$ cat src/rtl/core/hb96s_pkg.sv
// Package: types, constants and helpers of the 96-bit bucket screen.
`timescale 1ns / 1ps
package hb96s_pkg;

  localparam int FRAME_W    = 96;
  localparam int POS_W      = 32;
  localparam int THR_W      = 7;
  localparam int DIST_W     = 7;
  localparam int CHUNK_W    = 8;
  localparam int N_CHUNKS   = FRAME_W / CHUNK_W;
  localparam int N_PAIRS    = N_CHUNKS / 2;
  localparam int OUTQ_DEPTH = 4;
  localparam int OUTQ_PTR_W = $clog2(OUTQ_DEPTH);
  localparam int OUTQ_CNT_W = $clog2(OUTQ_DEPTH + 1);

  localparam logic [THR_W-1:0] THR_RESET = THR_W'(10);

  typedef enum logic {
    REQ_START = 1'b0,
    REQ_CAND  = 1'b1
  } req_type_t;

  typedef enum logic {
    KIND_POS   = 1'b0,
    KIND_COUNT = 1'b1
  } result_kind_t;

  typedef struct packed {
    logic [31:0] frame_high;
    logic [63:0] frame_low;
    logic [31:0] range_last;
    logic [31:0] range_first;
  } in_data_t;

  typedef struct packed {
    req_type_t req_type;
    in_data_t  data;
  } in_item_t;

  typedef struct packed {
    result_kind_t     kind;
    logic [POS_W-1:0] value;
    logic             last;
  } result_t;

  // Results produced by one transaction, slot0 first.
  typedef struct packed {
    logic [1:0] n;
    result_t    slot0;
    result_t    slot1;
  } push_t;

  function automatic logic [3:0] popcnt8(input logic [CHUNK_W-1:0] v);
    logic [3:0] c;
    c = '0;
    for (int i = 0; i < CHUNK_W; i++) begin
      c = c + 4'(v[i]);
    end
    return c;
  endfunction

endpackage

$ cat src/rtl/core/hb96s_dist.sv
// Hamming distance of two 96-bit frames against the match threshold.
`timescale 1ns / 1ps
module hb96s_dist
  import hb96s_pkg::*;
(
  input  logic [FRAME_W-1:0] frame,
  input  logic [FRAME_W-1:0] query,
  input  logic [THR_W-1:0]   threshold,
  output logic               is_match
);

  logic [FRAME_W-1:0] diff;
  logic [3:0]         chunk_cnt [N_CHUNKS];
  logic [4:0]         pair_cnt  [N_PAIRS];
  logic [DIST_W-1:0]  ham_dist;

  assign diff = frame ^ query;

  always_comb begin
    for (int i = 0; i < N_CHUNKS; i++) begin
      chunk_cnt[i] = popcnt8(diff[i*CHUNK_W +: CHUNK_W]);
    end
    for (int j = 0; j < N_PAIRS; j++) begin
      pair_cnt[j] = 5'(chunk_cnt[2*j]) + 5'(chunk_cnt[2*j+1]);
    end
  end

  // six-way sum, max 96
  assign ham_dist = ((DIST_W'(pair_cnt[0]) + DIST_W'(pair_cnt[1]))
                   + (DIST_W'(pair_cnt[2]) + DIST_W'(pair_cnt[3])))
                  + (DIST_W'(pair_cnt[4]) + DIST_W'(pair_cnt[5]));

  assign is_match = (ham_dist <= threshold);

endmodule

$ cat src/rtl/core/hb96s_core.sv
// Bucket state, threshold register and per-item result decision.
`timescale 1ns / 1ps
module hb96s_core
  import hb96s_pkg::*;
(
  input  logic             clk,
  input  logic             rst,
  input  logic             fire,
  input  in_item_t         item,
  input  logic             cfg_we,
  input  logic [THR_W-1:0] cfg_thr,
  output push_t            push
);

  logic [THR_W-1:0]   threshold;
  logic [63:0]        query_low;
  logic [31:0]        query_high;
  logic [POS_W-1:0]   cur_pos;
  logic [POS_W-1:0]   fin_pos;
  logic [POS_W-1:0]   match_count;
  logic               bucket_open;

  logic [63:0]        query_low_next;
  logic [31:0]        query_high_next;
  logic [POS_W-1:0]   cur_pos_next;
  logic [POS_W-1:0]   fin_pos_next;
  logic [POS_W-1:0]   match_count_next;
  logic               bucket_open_next;

  logic               is_match;
  logic               is_end;
  logic [POS_W-1:0]   count_inc;

  hb96s_dist u_dist (
    .frame     ({item.data.frame_high, item.data.frame_low}),
    .query     ({query_high, query_low}),
    .threshold (threshold),
    .is_match  (is_match)
  );

  assign is_end    = (cur_pos == fin_pos);
  assign count_inc = (match_count == '1) ? match_count : match_count + 1'b1;

  always_comb begin
    query_low_next   = query_low;
    query_high_next  = query_high;
    cur_pos_next     = cur_pos;
    fin_pos_next     = fin_pos;
    match_count_next = match_count;
    bucket_open_next = bucket_open;
    push             = '0;
    push.slot0.kind  = KIND_POS;
    push.slot1.kind  = KIND_POS;
    if (fire) begin
      if (item.req_type == REQ_START) begin
        query_low_next   = item.data.frame_low;
        query_high_next  = item.data.frame_high;
        cur_pos_next     = item.data.range_first;
        fin_pos_next     = item.data.range_last;
        match_count_next = '0;
        if (item.data.range_last < item.data.range_first) begin
          // empty range: zero count at once
          bucket_open_next = 1'b0;
          push.n           = 2'd1;
          push.slot0.kind  = KIND_COUNT;
          push.slot0.value = '0;
          push.slot0.last  = 1'b1;
        end else begin
          bucket_open_next = 1'b1;
        end
      end else if (bucket_open) begin
        if (is_match) begin
          match_count_next = count_inc;
          push.slot0.kind  = KIND_POS;
          push.slot0.value = cur_pos;
          push.slot0.last  = !is_end;
        end
        if (is_end) begin
          bucket_open_next = 1'b0;
          if (is_match) begin
            push.n           = 2'd2;
            push.slot1.kind  = KIND_COUNT;
            push.slot1.value = count_inc;
            push.slot1.last  = 1'b1;
          end else begin
            push.n           = 2'd1;
            push.slot0.kind  = KIND_COUNT;
            push.slot0.value = match_count;
            push.slot0.last  = 1'b1;
          end
        end else begin
          cur_pos_next = cur_pos + 1'b1;
          push.n       = is_match ? 2'd1 : 2'd0;
        end
      end
    end
  end

  always_ff @(posedge clk) begin
    if (rst) begin
      threshold   <= THR_RESET;
      bucket_open <= 1'b0;
      query_low   <= '0;
      query_high  <= '0;
      cur_pos     <= '0;
      fin_pos     <= '0;
      match_count <= '0;
    end else begin
      if (cfg_we) begin
        threshold <= cfg_thr;
      end
      bucket_open <= bucket_open_next;
      query_low   <= query_low_next;
      query_high  <= query_high_next;
      cur_pos     <= cur_pos_next;
      fin_pos     <= fin_pos_next;
      match_count <= match_count_next;
    end
  end

endmodule

$ cat src/rtl/core/hb96s_outq.sv
// Result queue: takes up to two results per cycle, hands out one while m_tready is high.
`timescale 1ns / 1ps
module hb96s_outq
  import hb96s_pkg::*;
(
  input  logic             clk,
  input  logic             rst,
  input  push_t            push,
  output logic             space_ok,
  output logic             m_tvalid,
  input  logic             m_tready,
  output logic [POS_W-1:0] m_tdata,
  output logic             m_tuser,
  output logic             m_tlast
);

  localparam logic [OUTQ_CNT_W-1:0] ROOM_LIMIT = OUTQ_CNT_W'(OUTQ_DEPTH - 2);

  result_t               q_mem [OUTQ_DEPTH];
  logic [OUTQ_PTR_W-1:0] wr_ptr;
  logic [OUTQ_PTR_W-1:0] rd_ptr;
  logic [OUTQ_CNT_W-1:0] count;
  logic [OUTQ_PTR_W-1:0] wr_ptr_next;
  logic [OUTQ_PTR_W-1:0] rd_ptr_next;
  logic [OUTQ_CNT_W-1:0] count_next;
  logic                  pop;
  result_t               head;

  assign space_ok = (count <= ROOM_LIMIT);
  assign pop      = m_tvalid && m_tready;
  assign head     = q_mem[rd_ptr];

  assign m_tvalid = (count != '0);
  assign m_tdata  = head.value;
  assign m_tuser  = head.kind;
  assign m_tlast  = head.last;

  assign wr_ptr_next = wr_ptr + OUTQ_PTR_W'(push.n);
  assign rd_ptr_next = rd_ptr + OUTQ_PTR_W'(pop);
  assign count_next  = count + OUTQ_CNT_W'(push.n) - OUTQ_CNT_W'(pop);

  always_ff @(posedge clk) begin
    if (rst) begin
      wr_ptr <= '0;
      rd_ptr <= '0;
      count  <= '0;
    end else begin
      wr_ptr <= wr_ptr_next;
      rd_ptr <= rd_ptr_next;
      count  <= count_next;
    end
  end

  always_ff @(posedge clk) begin
    if (push.n != 2'd0) begin
      q_mem[wr_ptr] <= push.slot0;
    end
    if (push.n == 2'd2) begin
      q_mem[wr_ptr + 1'b1] <= push.slot1;
    end
  end

endmodule

$ cat src/rtl/core/hamming96_bucket_screen.sv
// Top level of the 96-bit Hamming distance bucket screen.
`timescale 1ns / 1ps
// Screens a bucket of 96-bit frames against a query. A start transaction
// (s_tuser = 0) loads the query and the first/last position numbers; each
// candidate transaction (s_tuser = 1) is XORed with the query, its set bits
// counted and compared with match_threshold (cfg port, reset 10). A match
// emits the position (m_tuser = 0). After the last position the match count
// goes out (m_tuser = 1, m_tlast = 1). An empty range (last < first) gives a
// zero count at once; candidates outside a bucket are dropped, and a start
// inside an open bucket abandons it silently. Rate: one item per clock,
// sustained while the result queue has room. Popcount, compare and the
// bucket state update for the item in the input register happen in the same
// cycle; results are written into a 4-entry queue and show on the m_ side
// behind older ones. The queue takes two results per cycle but drains at most one; the
// item closing a bucket with a match pushes two. Input stalls only when the
// queue holds more than two results. Threshold writes are allowed only while idle.
module hamming96_bucket_screen
  import hb96s_pkg::*;
(
  input  logic             clk,
  input  logic             rst,
  // input transactions
  input  logic             s_tvalid,
  output logic             s_tready,
  input  logic [159:0]     s_tdata,   // range_first, range_last, frame_low, frame_high
  input  logic             s_tuser,   // req_type
  // result transactions
  output logic             m_tvalid,
  input  logic             m_tready,
  output logic [POS_W-1:0] m_tdata,   // result_value
  output logic             m_tuser,   // result_kind
  output logic             m_tlast,   // last_of_run
  // threshold write
  input  logic             cfg_valid,
  output logic             cfg_ready,
  input  logic [THR_W-1:0] cfg_data   // match_threshold
);

  // Input register
  logic     in_valid;
  in_item_t in_item;
  logic     space_ok;
  logic     fire;
  push_t    push;

  assign fire      = in_valid && space_ok;
  assign s_tready  = !in_valid || fire;
  assign cfg_ready = 1'b1;

  always_ff @(posedge clk) begin
    if (rst) begin
      in_valid <= 1'b0;
    end else if (s_tready) begin
      in_valid <= s_tvalid;
    end
  end

  // payload: no reset needed
  always_ff @(posedge clk) begin
    if (s_tvalid && s_tready) begin
      in_item.req_type <= req_type_t'(s_tuser);
      in_item.data     <= s_tdata;
    end
  end

  hb96s_core u_core (
    .clk     (clk),
    .rst     (rst),
    .fire    (fire),
    .item    (in_item),
    .cfg_we  (cfg_valid && cfg_ready),
    .cfg_thr (cfg_data),
    .push    (push)
  );

  hb96s_outq u_outq (
    .clk      (clk),
    .rst      (rst),
    .push     (push),
    .space_ok (space_ok),
    .m_tvalid (m_tvalid),
    .m_tready (m_tready),
    .m_tdata  (m_tdata),
    .m_tuser  (m_tuser),
    .m_tlast  (m_tlast)
  );

endmodule

$ cat config.mk
export PLATFORM = sky130hd
export DESIGN_NAME = hamming96_bucket_screen
export DESIGN_NICKNAME = d
export VERILOG_FILES = /design/src/rtl/core/hb96s_pkg.sv /design/src/rtl/core/hb96s_dist.sv /design/src/rtl/core/hb96s_core.sv /design/src/rtl/core/hb96s_outq.sv /design/src/rtl/core/hamming96_bucket_screen.sv
export SDC_FILE = /design/constraint.sdc
export NUM_CORES = 1
export LEC_CHECK = 0
export ABC_AREA = 1
export ABC_CLOCK_PERIOD_IN_PS = 8800
export BUFFER_PORTS_ARGS = -buffer_cell sky130_fd_sc_hd__buf_2
export CELL_PAD_IN_SITES_DETAIL_PLACEMENT = 0
export CELL_PAD_IN_SITES_GLOBAL_PLACEMENT = 1
export CORE_MARGIN = 4
export CORE_UTILIZATION = 42
export CTS_CLUSTER_DIAMETER = 80
export CTS_CLUSTER_SIZE = 20
export DETAILED_ROUTE_END_ITERATION = 8
export GPL_ROUTABILITY_DRIVEN = 0
export PLACE_DENSITY = 0.81
export SLEW_MARGIN = 40
export SYNTH_ARGS = -nofsm -noshare
export SYNTH_HDL_FRONTEND = slang
export SYNTH_SLANG_ARGS = --single-unit
$ cat constraint.sdc
create_clock -name clk -period 8.8 [get_ports clk]
set_clock_uncertainty 0.05 [all_clocks]
set_input_delay 1.32 -clock clk [delete_from_list [all_inputs] [get_ports clk]]
set_output_delay 1.32 -clock clk [all_outputs]
set_load 0.02 [all_outputs]
# Word-level counts from Yosys, hierarchy flattened
# Memory sizes are Yosys's and may differ from the RTL's. A register that Yosys moved wholly into a read port is not among the register bits.
# Cells that the tools add are included.
[op_classes] addsub=102 mul=0 div_mod_pow=0 n_lt_le_gt_ge=3 eq_ne=6 shifts=0 mux=28 bitwise_logic=2 n_reduce_logical=11
[op_table] cell="$mux 32" count=7
[op_table] cell="$add 4x1->4" count=48
[op_table] cell="$mux 70" count=2
[op_table] cell="$mux 34" count=3
[op_table] cell="$xor 96x96->96" count=1
[op_table] cell="$mux 68" count=1
[op_table] cell="$add 32x1->32 const B" count=2
[op_table] cell="$add 3x1->4" count=12
[op_table] cell="$add 2x1->3" count=12
[op_table] cell="$mux 36" count=1
[op_table] cell="$mux 35" count=1
[op_table] cell="$mux 33" count=1
[op_table] cell="$eq 32x32->1" count=1
[op_table] cell="$eq 32x32->1 const B" count=1
[op_table] cell="$lt 32x32->1" count=1
[op_table] cell="$add 4x4->5" count=6
[op_table] cell="$add 1x1->2" count=12
[op_table] cell="$add 5x5->6" count=3
[op_table] cell="$mux 1" count=9
[op_table] cell="$add 6x6->7" count=1
[op_table] cell="$add 7x6->7" count=1
[op_table] cell="$le 7x7->1" count=1
[op_table] cell="$mux 2" count=3
[op_table] cell="$reduce_and 3->1" count=2
[op_table] cell="other kinds (16)" count=20
[totals] reg_bits=369 latchBits=0 mem_bits_rw=136 mem_bits_ro=0 in_bits=173 out_inout_bits=37 word_cells=169 n_memories=1
[mem_list] memory="u_outq.q_mem" depth=4 word_bits=34 rd=1 rd_clocked_by_memory_dff=1 wr=2 line="hb96s_outq.sv:19" text="result_t q_mem [OUTQ_DEPTH];"

# Longest topological paths before layout
[logic_depth] ltp_word=22 mapped_depth=42 depth_no_buf=40

# By module
# Synthesis repeated with hierarchy kept, for this count alone.
[hier_totals] cells_unflattened=3005 area_unflattened_um2=26802.0
[modules_own_cells] mod="hb96s_core" n_inst=1 cells_each=1746 area_per_inst_um2=11182.0 seq_area_each_um2=4003.8
[modules_own_cells] mod="hb96s_outq" n_inst=1 cells_each=722 area_per_inst_um2=7061.8 seq_area_each_um2=4224.1
[modules_own_cells] mod="hamming96_bucket_screen" n_inst=1 cells_each=171 area_per_inst_um2=4901.0 seq_area_each_um2=4854.7
[modules_own_cells] mod="hb96s_dist" n_inst=1 cells_each=366 area_per_inst_um2=3657.3 seq_area_each_um2=0.0

# Least setup slack after synthesis
# OpenSTA, ideal clock, no wires.
[synth_timing] path_kind="reg-to-reg" startpoint="register in_item[129] (netlist bit)" endpoint="memory u_outq.q_mem[1][0] (netlist bit) (enable)" setup_time_ps=392 arrival_time_ps=8757 required_ps=8358 path_slack_ps=-399 stages_incl_launch_ff=37 n_path_buf=2 path_cell_list="edfxtp_1 > xnor2_1 > fa_1 > inv_1 > fa_1 > inv_1 > fa_1 > fa_1 > inv_1 > fa_1 > inv_1 > fa_1 > fa_1 > fa_1 > fa_1 > inv_1 > ha_1 > fa_1 > nand3_1 > nand2_1 > nand2_1 > nand2_1 > a21oi_1 > xnor2_1 > ha_1 > nand2_1 > nor2_1 > nand2_1 > nand2_1 > nand2_2 > ha_1 > o21a_1 > nand2_1 > buf_4 > nand3_4 > buf_2 > nand2_1"
[synth_lines] element="from (decl)" line="hamming96_bucket_screen.sv:41" text="in_item_t in_item;"
[synth_lines] element="to (decl)" line="hb96s_outq.sv:19"

==> parameters.txt <==
Parameter                              Value

Timing
  Final setup fails    16
  Portion of the clock cycle consumed by the worst path in the final layout    100%
  Pins over their slew limit    0
  Maximum clock rate    0.113 GHz
  Max-Slew Margin vs Limit    43.4%
  Fin. Hold Viols    0
  Unrepaired setup endpoints after global routing    true
  Pin slew with the least headroom to its limit    0.849 ns
  Final worst setup slack    -0.0237 ns
  Fin crit period    8.82 ns

CTS
  TritonCTS clock tree    done
  CTS sink cnt    505
  CTS root buf    sky130_fd_sc_hd__clkbuf_16
  CTS Buf Count    35
  Clock transition at the registers of the reported paths    0.08 ns
  Hold-fix buffers at CTS    0
  CTS HTree Levels    2
  Clock latency at the later pin of the worst-skew pair    0.59 ns
  Clock Path Buffers    3

GRT
  Pin count of the biggest net entering global routing    155
  Total congestion overflow    0
  Number of antenna violations at the first check in global routing    5
  All-Layer GR Usage    21.6%
  Via count of the first global-routing pass    20900
  Global routing met1 resource utilization    29.8%
  Met3 routing resource usage after global routing    2.95%
  GR Util met2    36.2%
  Global-route wire length before repair    117000 um
  Most Crowded Layer GR    met2

Logic synthesis
  Largest area contributor in the synthesized netlist    sky130_fd_sc_hd__edfxtp_1
  Number of distinct library cells after synthesis    48
  Count of flip-flops with a built-in enable after synthesis    297
  Most frequent cells after synthesis    sky130_fd_sc_hd__nand2_1, sky130_fd_sc_hd__nor2_1, sky130_fd_sc_hd__edfxtp_1, sky130_fd_sc_hd__o21ai_0, sky130_fd_sc_hd__inv_1
  Net Count, Synth    3323
  Share of the synthesized area in the top cell type    33.3%
  Flip-flop and latch count after synthesis    505
  Share of synthesized registers carrying an async set or reset    0%
  Avg Synthesized Cell Area    8.92 sq um
  Cell with the most instances after synthesis    sky130_fd_sc_hd__nand2_1
  Total of warnings raised by yosys    0
  Proportion of synthesized chip area in sequential cells    48.9%
  Synth area leaders    sky130_fd_sc_hd__edfxtp_1, sky130_fd_sc_hd__dfxtp_1, sky130_fd_sc_hd__nand2_1
  Instance count of the mapped netlist    3000
  Synth Cell Area    26800 sq um
  Top FF cell, synth    sky130_fd_sc_hd__edfxtp_1

Routing
  Final wirelength    77200 um
  Total DRC errors in the routed layout    0
  Detail-routed via count per cell    5.34
  Drt first-iter violations    2091
  Count of vias placed by the detailed router    21700
  First-pass iteration count of the detailed router    6
  Number of routed nets with antenna violations    0
  Per-cell routed wire length    19.0 um

Critical path
  Most frequent cell on the critical path    sky130_fd_sc_hd__fa_1
  End of the worst register-to-register path    u_outq.q_mem[1][31]
  Startpoint Class    flop
  Crit Path Max Fanout    8
  Critical Setup Path Class    flop to flop
  Master of the slowest instance on the critical path    sky130_fd_sc_hd__fa_1
  Data arrival time of the critical path    9.07 ns
  Sort of element at the end of the critical path    flop
  Required time of the worst setup path    9.05 ns
  Worst setup slack for register-to-register paths    -0.02 ns
  Origin of the critical flop-to-flop path    in_item[129]
  Crit path largest cell delay    0.56 ns
  Length in cells of the worst reg-to-reg path    38
  Origin of the worst setup path    in_item[129]
  Crit path capture    u_outq.q_mem[1][31]

Placed design
  Area after DPL    29100 sq um
  Total placed cells including tap cells    3965
  DP HPWL    52600 um
  PortBufs    208

Outcome
  Violations in the final reports    negative setup slack
  Result of the run    finished, violations left

Layout
  Share of post-route cells with drive strength above 1    14.9%
  Non-Filler Cell Area, Final    31200 sq um
  Layout overhead on the synthesized area    16.3%
  Number of standard cells in the final layout excluding fillers    4065
  Share of the core filled with cells    49.4%
  Final Net Count    3514
  Fill cell instance count of the final layout    5867

Run
  Count of max-cap constraint violations    0

Floorplan
  Area of the placeable core    63100 sq um
  Die Area    67900 sq um
  Number of placement rows    92
  Ports placed on the boundary    210
  Die Height    260 um
  Die Width    260 um
  Starting density of the core    42.4%

Worst hold path
  Type of the most critical hold path    flop to flop
-- through the flow --
| stage | setup WS, ns | hold slack (ns) | TNS (ns) |
|---|---|---|---|
| finish | -0.0237 | 0.425 | -0.179 |
| global route | -0.382 | 0.446 | -88.07 |
| CTS | -0.0228 | 0.425 | -0.721 |
| detailed placement | -0.256 | 0.412 | -46.41 |
| global placement | -0.180 | 0.412 | -21.15 |
| floorplan | 0.0249 | 0.385 | 0 |
-- worst max-delay path, delay by kind of cell (launching register included) --
family,cells,cell delay [ns]
flops,1,0.45
simple gates,9,0.83
xor+xnor,1,0.18
fa+ha+maj,13,5.50
buf+inv,12,1.05
compound gates,3,0.47
-- cell usage in the layout, fill, tap and decap left out, types with 11 or more instances in the layout --
master                      count
sky130_fd_sc_hd__nor2_1       411
sky130_fd_sc_hd__edfxtp_1     297
sky130_fd_sc_hd__nand2_1      582
sky130_fd_sc_hd__dfxtp_1      207
sky130_fd_sc_hd__nand4_1      149
sky130_fd_sc_hd__nor3_1        24
sky130_fd_sc_hd__ha_1          63
sky130_fd_sc_hd__o21ai_0      279
sky130_fd_sc_hd__clkbuf_16     49
sky130_fd_sc_hd__fa_1          83
sky130_fd_sc_hd__inv_1        218
sky130_fd_sc_hd__nand3_1       84
sky130_fd_sc_hd__o22ai_1       34
sky130_fd_sc_hd__nor2_2        16
sky130_fd_sc_hd__buf_2        208
sky130_fd_sc_hd__buf_4         58
sky130_fd_sc_hd__xor2_1        34
sky130_fd_sc_hd__clkbuf_1      11
sky130_fd_sc_hd__a21oi_1      109
sky130_fd_sc_hd__nor2_4        19
sky130_fd_sc_hd__xnor2_1      114
sky130_fd_sc_hd__buf_12        23
-- worst min-delay path by stage --
stage	startpoint	endpoint	slack, ns	cells past startpoint
after detailed placement	u_core.threshold[4]	u_core.threshold[4]	0.41	2
after global routing	u_core.fin_pos[1]	u_core.fin_pos[1]	0.45	2
after CTS	u_core.threshold[4]	u_core.threshold[4]	0.42	2
final	u_core.fin_pos[3]	u_core.fin_pos[3]	0.43	2
after global placement	u_core.fin_pos[23]	u_core.fin_pos[23]	0.41	2
after floorplan	u_core.threshold[6]	u_core.threshold[6]	0.39	2
-- final cells by class --
class                      count  area, sq um  area share [%]
sequential                   505        13100            42.0
antenna                        2         5.00          0.0161
timing repair buffer         327         2720            8.74
clock inverter                15          178           0.570
inverter                     233          888            2.85
tap                          846         1060            3.40
clock buffer                  48          945            3.03
multi-input combinational   2089        12300            39.4
-- metal layers --
metal | routed length, um | up-vias | share of wire (%)
li1 | - | 10300 | -
met1 | 33000 | 10400 | 43
met2 | 36700 | 847 | 48
met3 | 5560 | 135 | 7.2
met4 | 1900 | 8 | 2.5
met5 | 68 | - | 0.088
-- state kept, by name (all words and copies together) (netlist names) --
signal / cells
u_core.cur_pos: 32
u_core.match_count: 32
u_outq.rd_ptr: 2
in_valid: 1
u_outq.q_mem: 136
u_core.bucket_open: 1
u_core.query_low: 64
u_outq.wr_ptr: 2
u_core.fin_pos: 32
in_item: 161
u_outq.count: 3
u_core.query_high: 32
u_core.threshold: 7
-- what timing repair did --
item | CTS | global route
pin swaps | 26 | 11
cloned | 2 | 17
setup endpoints to repair | 274 | 281
buffers inserted | 2 | 12
gates resized for setup | 27 | 48
-- logic make-up (layout without fill, tap and decap cells) --
kind of cell | Yosys count | in the layout | share of synthesized area (%)
compound gates | 447 | 447 | 8.64
xor+xnor | 157 | 157 | 5.14
fa+ha+maj | 150 | 150 | 9.39
buf+inv | 406 | 623 | 6.29
flops | 505 | 505 | 48.9
other cells | 1 | 3 | 0.0140
simple gates | 1334 | 1334 | 21.7
Power is not shown: default switching activity piles up to over one toggle a cycle in this logic, so the estimate is an artifact.
